**config.mk**
```make
export PLATFORM = sky130hd
export DESIGN_NAME = tse_ctrl
export DESIGN_NICKNAME = d
export VERILOG_FILES = /design/src/sv/tse_pkg.sv /design/src/sv/tse_ctrl.sv
export SDC_FILE = /design/constraint.sdc
export NUM_CORES = 1
export LEC_CHECK = 0
export CAP_MARGIN = 20
export CORE_MARGIN = 5
export CORE_UTILIZATION = 65
export DETAILED_ROUTE_END_ITERATION = 10
export DONT_BUFFER_PORTS = 1
export PLACE_DENSITY = 0.77
export SYNTH_ARGS = -nofsm -noshare
export SYNTH_HDL_FRONTEND = slang
export SYNTH_SLANG_ARGS = --single-unit
```
**constraint.sdc**
```tcl
create_clock -name clk -period 7.3 [get_ports clk]
set_input_delay 1.46 -clock clk [delete_from_list [all_inputs] [get_ports clk]]
set_output_delay 1.46 -clock clk [all_outputs]
set_load 0.02 [all_outputs]
```
**src/sv/tse_pkg.sv**
```systemverilog
package tse_pkg;

	localparam int STORE_DEPTH = 1024;
	localparam int IDX_W = $clog2(STORE_DEPTH);
	localparam int BND_W = IDX_W + 2;
	localparam int CNT_W = 11;
	localparam int POS_W = 10;
	localparam int DATA_W = 32;

	localparam int RECIP_SH = IDX_W + 2;
	localparam int RECIP_W = RECIP_SH;
	localparam logic [RECIP_W-1:0] RECIP = RECIP_W'((2 ** RECIP_SH) / 3 + 1);

	localparam logic CMD_LOAD = 1'b0;
	localparam logic CMD_SEARCH = 1'b1;

	localparam int REG_ELEMENT_COUNT = 0;

	typedef enum logic [1:0] {
		ST_IDLE,
		ST_RANGE,
		ST_PROBE,
		ST_CMP
	} tse_state_t;

	typedef struct packed {
		logic              we;
		logic [IDX_W-1:0]  waddr;
		logic [DATA_W-1:0] wdata;
		logic [IDX_W-1:0]  raddr_a;
		logic [IDX_W-1:0]  raddr_b;
	} tse_ram_req_t;

endpackage

```
**src/sv/tse_ctrl.sv**
```systemverilog
module tse_ctrl import tse_pkg::*; (
	input  logic                     clk,
	input  logic                     arst_n,
	input  logic                     start,
	input  logic                     command,
	input  logic        [POS_W-1:0]  load_position,
	input  logic signed [DATA_W-1:0] value,
	input  logic        [CNT_W-1:0]  element_count,
	input  logic signed [DATA_W-1:0] rd_a,
	input  logic signed [DATA_W-1:0] rd_b,
	output tse_ram_req_t             req,
	output logic                     busy,
	output logic                     done,
	output logic                     found,
	output logic        [POS_W-1:0]  position
);

	tse_state_t state_q, state_d;

	logic signed [BND_W-1:0]  lo_q, lo_d;
	logic signed [BND_W-1:0]  hi_q, hi_d;
	logic        [IDX_W-1:0]  third_q, third_d;
	logic        [IDX_W-1:0]  m1_q, m1_d;
	logic        [IDX_W-1:0]  m2_q, m2_d;
	logic signed [DATA_W-1:0] key_q, key_d;
	logic                     done_q, done_d;
	logic                     found_q, found_d;
	logic        [POS_W-1:0]  pos_q, pos_d;

	logic signed [BND_W-1:0]       diff;
	logic [IDX_W+RECIP_W-1:0]      prod;
	logic signed [BND_W-1:0]       m1_full;
	logic signed [BND_W-1:0]       m2_full;
	logic [31:0]                   cnt_sat;
	logic signed [BND_W-1:0]       m1_ext;
	logic signed [BND_W-1:0]       m2_ext;

	assign diff = hi_q - lo_q;
	assign prod = (IDX_W+RECIP_W)'(diff[IDX_W-1:0]) * (IDX_W+RECIP_W)'(RECIP);
	assign m1_full = lo_q + BND_W'(third_q);
	assign m2_full = hi_q - BND_W'(third_q);
	assign m1_ext = BND_W'(m1_q);
	assign m2_ext = BND_W'(m2_q);
	assign cnt_sat = (32'(element_count) > 32'(STORE_DEPTH)) ? 32'(STORE_DEPTH)
		: 32'(element_count);

	always_ff @(posedge clk or negedge arst_n) begin
		if (!arst_n) begin
			state_q <= ST_IDLE;
			done_q <= 1'b0;
			lo_q <= '0;
			hi_q <= '0;
		end else begin
			state_q <= state_d;
			done_q <= done_d;
			lo_q <= lo_d;
			hi_q <= hi_d;
		end
	end

	always_ff @(posedge clk) begin
		third_q <= third_d;
		m1_q <= m1_d;
		m2_q <= m2_d;
		key_q <= key_d;
		found_q <= found_d;
		pos_q <= pos_d;
	end

	always_comb begin
		state_d = state_q;
		lo_d = lo_q;
		hi_d = hi_q;
		third_d = third_q;
		m1_d = m1_q;
		m2_d = m2_q;
		key_d = key_q;
		done_d = 1'b0;
		found_d = found_q;
		pos_d = pos_q;
		req.we = 1'b0;
		req.waddr = IDX_W'(load_position);
		req.wdata = value;
		req.raddr_a = m1_full[IDX_W-1:0];
		req.raddr_b = m2_full[IDX_W-1:0];
		unique case (state_q)
			ST_IDLE: begin
				if (start) begin
					if (command == CMD_LOAD) begin
						req.we = (32'(load_position) < 32'(STORE_DEPTH));
					end else begin
						key_d = value;
						lo_d = '0;
						hi_d = BND_W'(cnt_sat) - BND_W'(1);
						state_d = ST_RANGE;
					end
				end
			end
			ST_RANGE: begin
				if (lo_q > hi_q) begin
					done_d = 1'b1;
					found_d = 1'b0;
					pos_d = '0;
					state_d = ST_IDLE;
				end else begin
					third_d = prod[RECIP_SH +: IDX_W];
					state_d = ST_PROBE;
				end
			end
			ST_PROBE: begin
				m1_d = m1_full[IDX_W-1:0];
				m2_d = m2_full[IDX_W-1:0];
				state_d = ST_CMP;
			end
			ST_CMP: begin
				if (rd_a == key_q) begin
					done_d = 1'b1;
					found_d = 1'b1;
					pos_d = POS_W'(m1_q);
					state_d = ST_IDLE;
				end else if (rd_b == key_q) begin
					done_d = 1'b1;
					found_d = 1'b1;
					pos_d = POS_W'(m2_q);
					state_d = ST_IDLE;
				end else begin
					if (key_q < rd_a) begin
						hi_d = m1_ext - BND_W'(1);
					end else if (key_q > rd_b) begin
						lo_d = m2_ext + BND_W'(1);
					end else begin
						lo_d = m1_ext + BND_W'(1);
						hi_d = m2_ext - BND_W'(1);
					end
					state_d = ST_RANGE;
				end
			end
			default: begin
				state_d = ST_IDLE;
			end
		endcase
	end

	assign busy = (state_q != ST_IDLE);
	assign done = done_q;
	assign found = found_q;
	assign position = pos_q;

endmodule

```
==> impl_metrics.env <==
export IMPL_start_util_pct=66.5
export IMPL_hold_class="flip-flop to flip-flop"
export IMPL_syn2layout_area_growth_pct=1.52
export IMPL_crit_path_max_incr_delay_ps=530
export IMPL_grt_overflow_total=0
export IMPL_antenna_found_initial=0
export IMPL_layout_drive_gt1_share_pct=5.12
export IMPL_synth_distinct_cells=80
export IMPL_synth_nets=1326
export IMPL_clock_skew_ps=11.6
export IMPL_synth_edff_count=72
export IMPL_async_flop_share_pct=26.5
export IMPL_vias=7005
export IMPL_yosysMostFrequentCell="ha_1"
export IMPL_maxSlewHeadroom_pct=28.7
export IMPL_status="complete, no violations"
export IMPL_ys_ff_latch=98
export IMPL_clock_latency_ps=360
export IMPL_yosysWarnings=0
export IMPL_grt_pass1_wl_um=35400
export IMPL_grtUsageTotal_pct=24.9
export IMPL_synthTopCellsByArea="edfxtp_1, ha_1, dfrtp_1"
export IMPL_io_pins=197
export IMPL_tns_ps=0
export IMPL_path_max_fanout=5
export IMPL_cp_end_kind="flip-flop"
export IMPL_rows=44
export IMPL_synth_largest_area_cell="edfxtp_1"
export IMPL_dp_slack_ps=689
export IMPL_clkTransAtPathRegs_ps=70
export IMPL_root_buffer="clkbuf_16"
export IMPL_criticalPathCategory="flip-flop to flip-flop"
export IMPL_worstPathArrival_ps=6700
export IMPL_cts_tree="done"
export IMPL_worst_path_max_delay_cell="fa_1"
export IMPL_required_ps=7400
export IMPL_grt_pass1_vias=6930
export IMPL_die_h_um=132
export IMPL_ys_seq_area_share_pct=29.0
export IMPL_grt_max_degree=27
export IMPL_r2r_cells=29
export IMPL_drt_total_wl_um=21800
export IMPL_clk_path_buf_depth=2
export IMPL_io_buffers=0
export IMPL_final_nets=1281
export IMPL_holdPathStages=2
export IMPL_fp_coreArea_um2=14600
export IMPL_cts_setup_buffers=0
export IMPL_hpwl_um=17700
export IMPL_synthCells=1017
export IMPL_clkSinkCount=98
export IMPL_period_minus_slack_ps=6590
export IMPL_hold_viol_final=0
export IMPL_dr_pass1_iters=5
export IMPL_numCtsBuffers=9
export IMPL_drv_slew=0
export IMPL_final_util_pct=67.5
export IMPL_vias_per_cell=6.03
export IMPL_syn_avg_cell_area_um2=9.54
export IMPL_final_setup_worst_slack_ps=708
export IMPL_ys_flop_type="edfxtp_1"
export IMPL_n_antenna_cell=0
export IMPL_drv_cap=0
export IMPL_synth_top_area_share_pct=22.3
export IMPL_tightest_slew_ps=1070
export IMPL_rsz0062_at_grt="false"
export IMPL_synth_top_cells_by_count="ha_1, inv_1, edfxtp_1, nand2_1, nor2_1"
export IMPL_die_w_um=132
export IMPL_crit_top_cell="inv_1"
export IMPL_synth_cell_area_um2=9710
export IMPL_fillCellCount=1174
export IMPL_cts_hold_buf=0
export IMPL_fin_crit_sh_pct=90.3
export IMPL_post_cts_resized=0
export IMPL_htreeDepth=3
export IMPL_drt_drc_violations_left=0
export IMPL_wl_per_cell_um=18.8
export IMPL_place_congestion=0.911
export IMPL_ant_nets=0
export IMPL_drt_iter0_drc=548
export IMPL_max_freq_ghz=0.152
export IMPL_cp_start_kind="flip-flop"
export IMPL_die_area_um2=17500
export IMPL_whs_ps=552
export IMPL_setup_viol=0
==> flip-flops by register name (all words and copies together), names as in the netlist, named ones only <==
register	count
lo_q	11
state_q	1
position	10
m1_q	10
key_q	32
hi_q	12
m2_q	10
third_q	9
found	1
done	1
==> per-stage QoR <==
| step | area (um^2) | cells |
|---|---|---|
| final | 9850 | 1161 |
| after global routing | 9850 | 1161 |
| after CTS | 9850 | 1161 |
| after detailed placement | 9550 | 1145 |
| after global placement | 9550 | 1145 |
| after floorplan | 9710 | 1017 |
==> routing by layer <==
metal  up-vias  share of wire, %  GRT usage [%]
met5         -                 0              0
met4         0               2.0           7.18
met3        35               4.9           4.92
met2       204                49           41.3
met1      3329                45           33.4
li1       3437                 -              -
==> cells by family after synthesis <==
kind of cell	count (synthesis)	share of synthesized area (%)
AO/OA/AOI/OAI	182	13.8
flip-flops	98	29.0
XOR/XNOR	65	5.87
buffers and inverters	212	10.2
adder cells (fa/ha/maj)	188	25.9
multiplexers	25	2.64
AND/OR/NAND/NOR	247	12.6
==> worst paths after layout <==
path	start	end	slack (ps)
worst min register to register	hi_q[10]	hi_q[10]	550
worst max register to register	hi_q[0]	third_q[6]	710
max in group asynchronous	arst_n	lo_q[0]	6420
worst max-delay path	hi_q[0]	third_q[6]	710
worst min-delay path	hi_q[10]	hi_q[10]	550
min in group asynchronous	arst_n	lo_q[9]	790
==> layout by cell type, fill, tap and decap left out, types with 3 or more instances in the layout <==
master	instances
ha_1	166
inv_1	152
edfxtp_1	72
nand2_1	63
nor2_1	58
a21oi_1	46
xnor2_1	36
o21ai_0	30
xor2_1	29
nand3_1	27
dfrtp_1	26
mux2i_1	23
fa_1	22
nor3_1	18
nand4_1	15
a21o_1	15
nor2b_1	13
nand2b_1	11
o211ai_1	10
a22o_1	9
clkbuf_16	9
o21a_1	7
nor4_1	6
o21ai_2	6
or3_1	5
and3_1	5
a31oi_2	5
and2_1	4
o21bai_1	4
a21boi_0	4
a31oi_1	4
o21ai_1	4
a211oi_1	4
a221o_1	3
nor3b_1	3
buf_4	3
==> critical path, delay by kind of cell, from the launching register on <==
family | cells | cell delay (ps)
adder cells (fa/ha/maj) | 8 | 2860
AO/OA/AOI/OAI | 9 | 1890
buffers and inverters | 8 | 570
flip-flops | 1 | 400
AND/OR/NAND/NOR | 2 | 360
XOR/XNOR | 2 | 250
==> cell type report <==
type | instances | area (um^2) | share of cell area (%)
multi-input cells | 707 | 5910 | 60.0
flip-flops and latches | 98 | 2810 | 28.5
inverters | 153 | 574 | 5.83
clock buffers | 10 | 239 | 2.43
well taps | 184 | 230 | 2.34
clock inverters | 6 | 63.8 | 0.648
repair buffers | 3 | 22.5 | 0.229
Power is not shown: default switching activity piles up to over one toggle a cycle in this logic, so the estimate is an artifact.
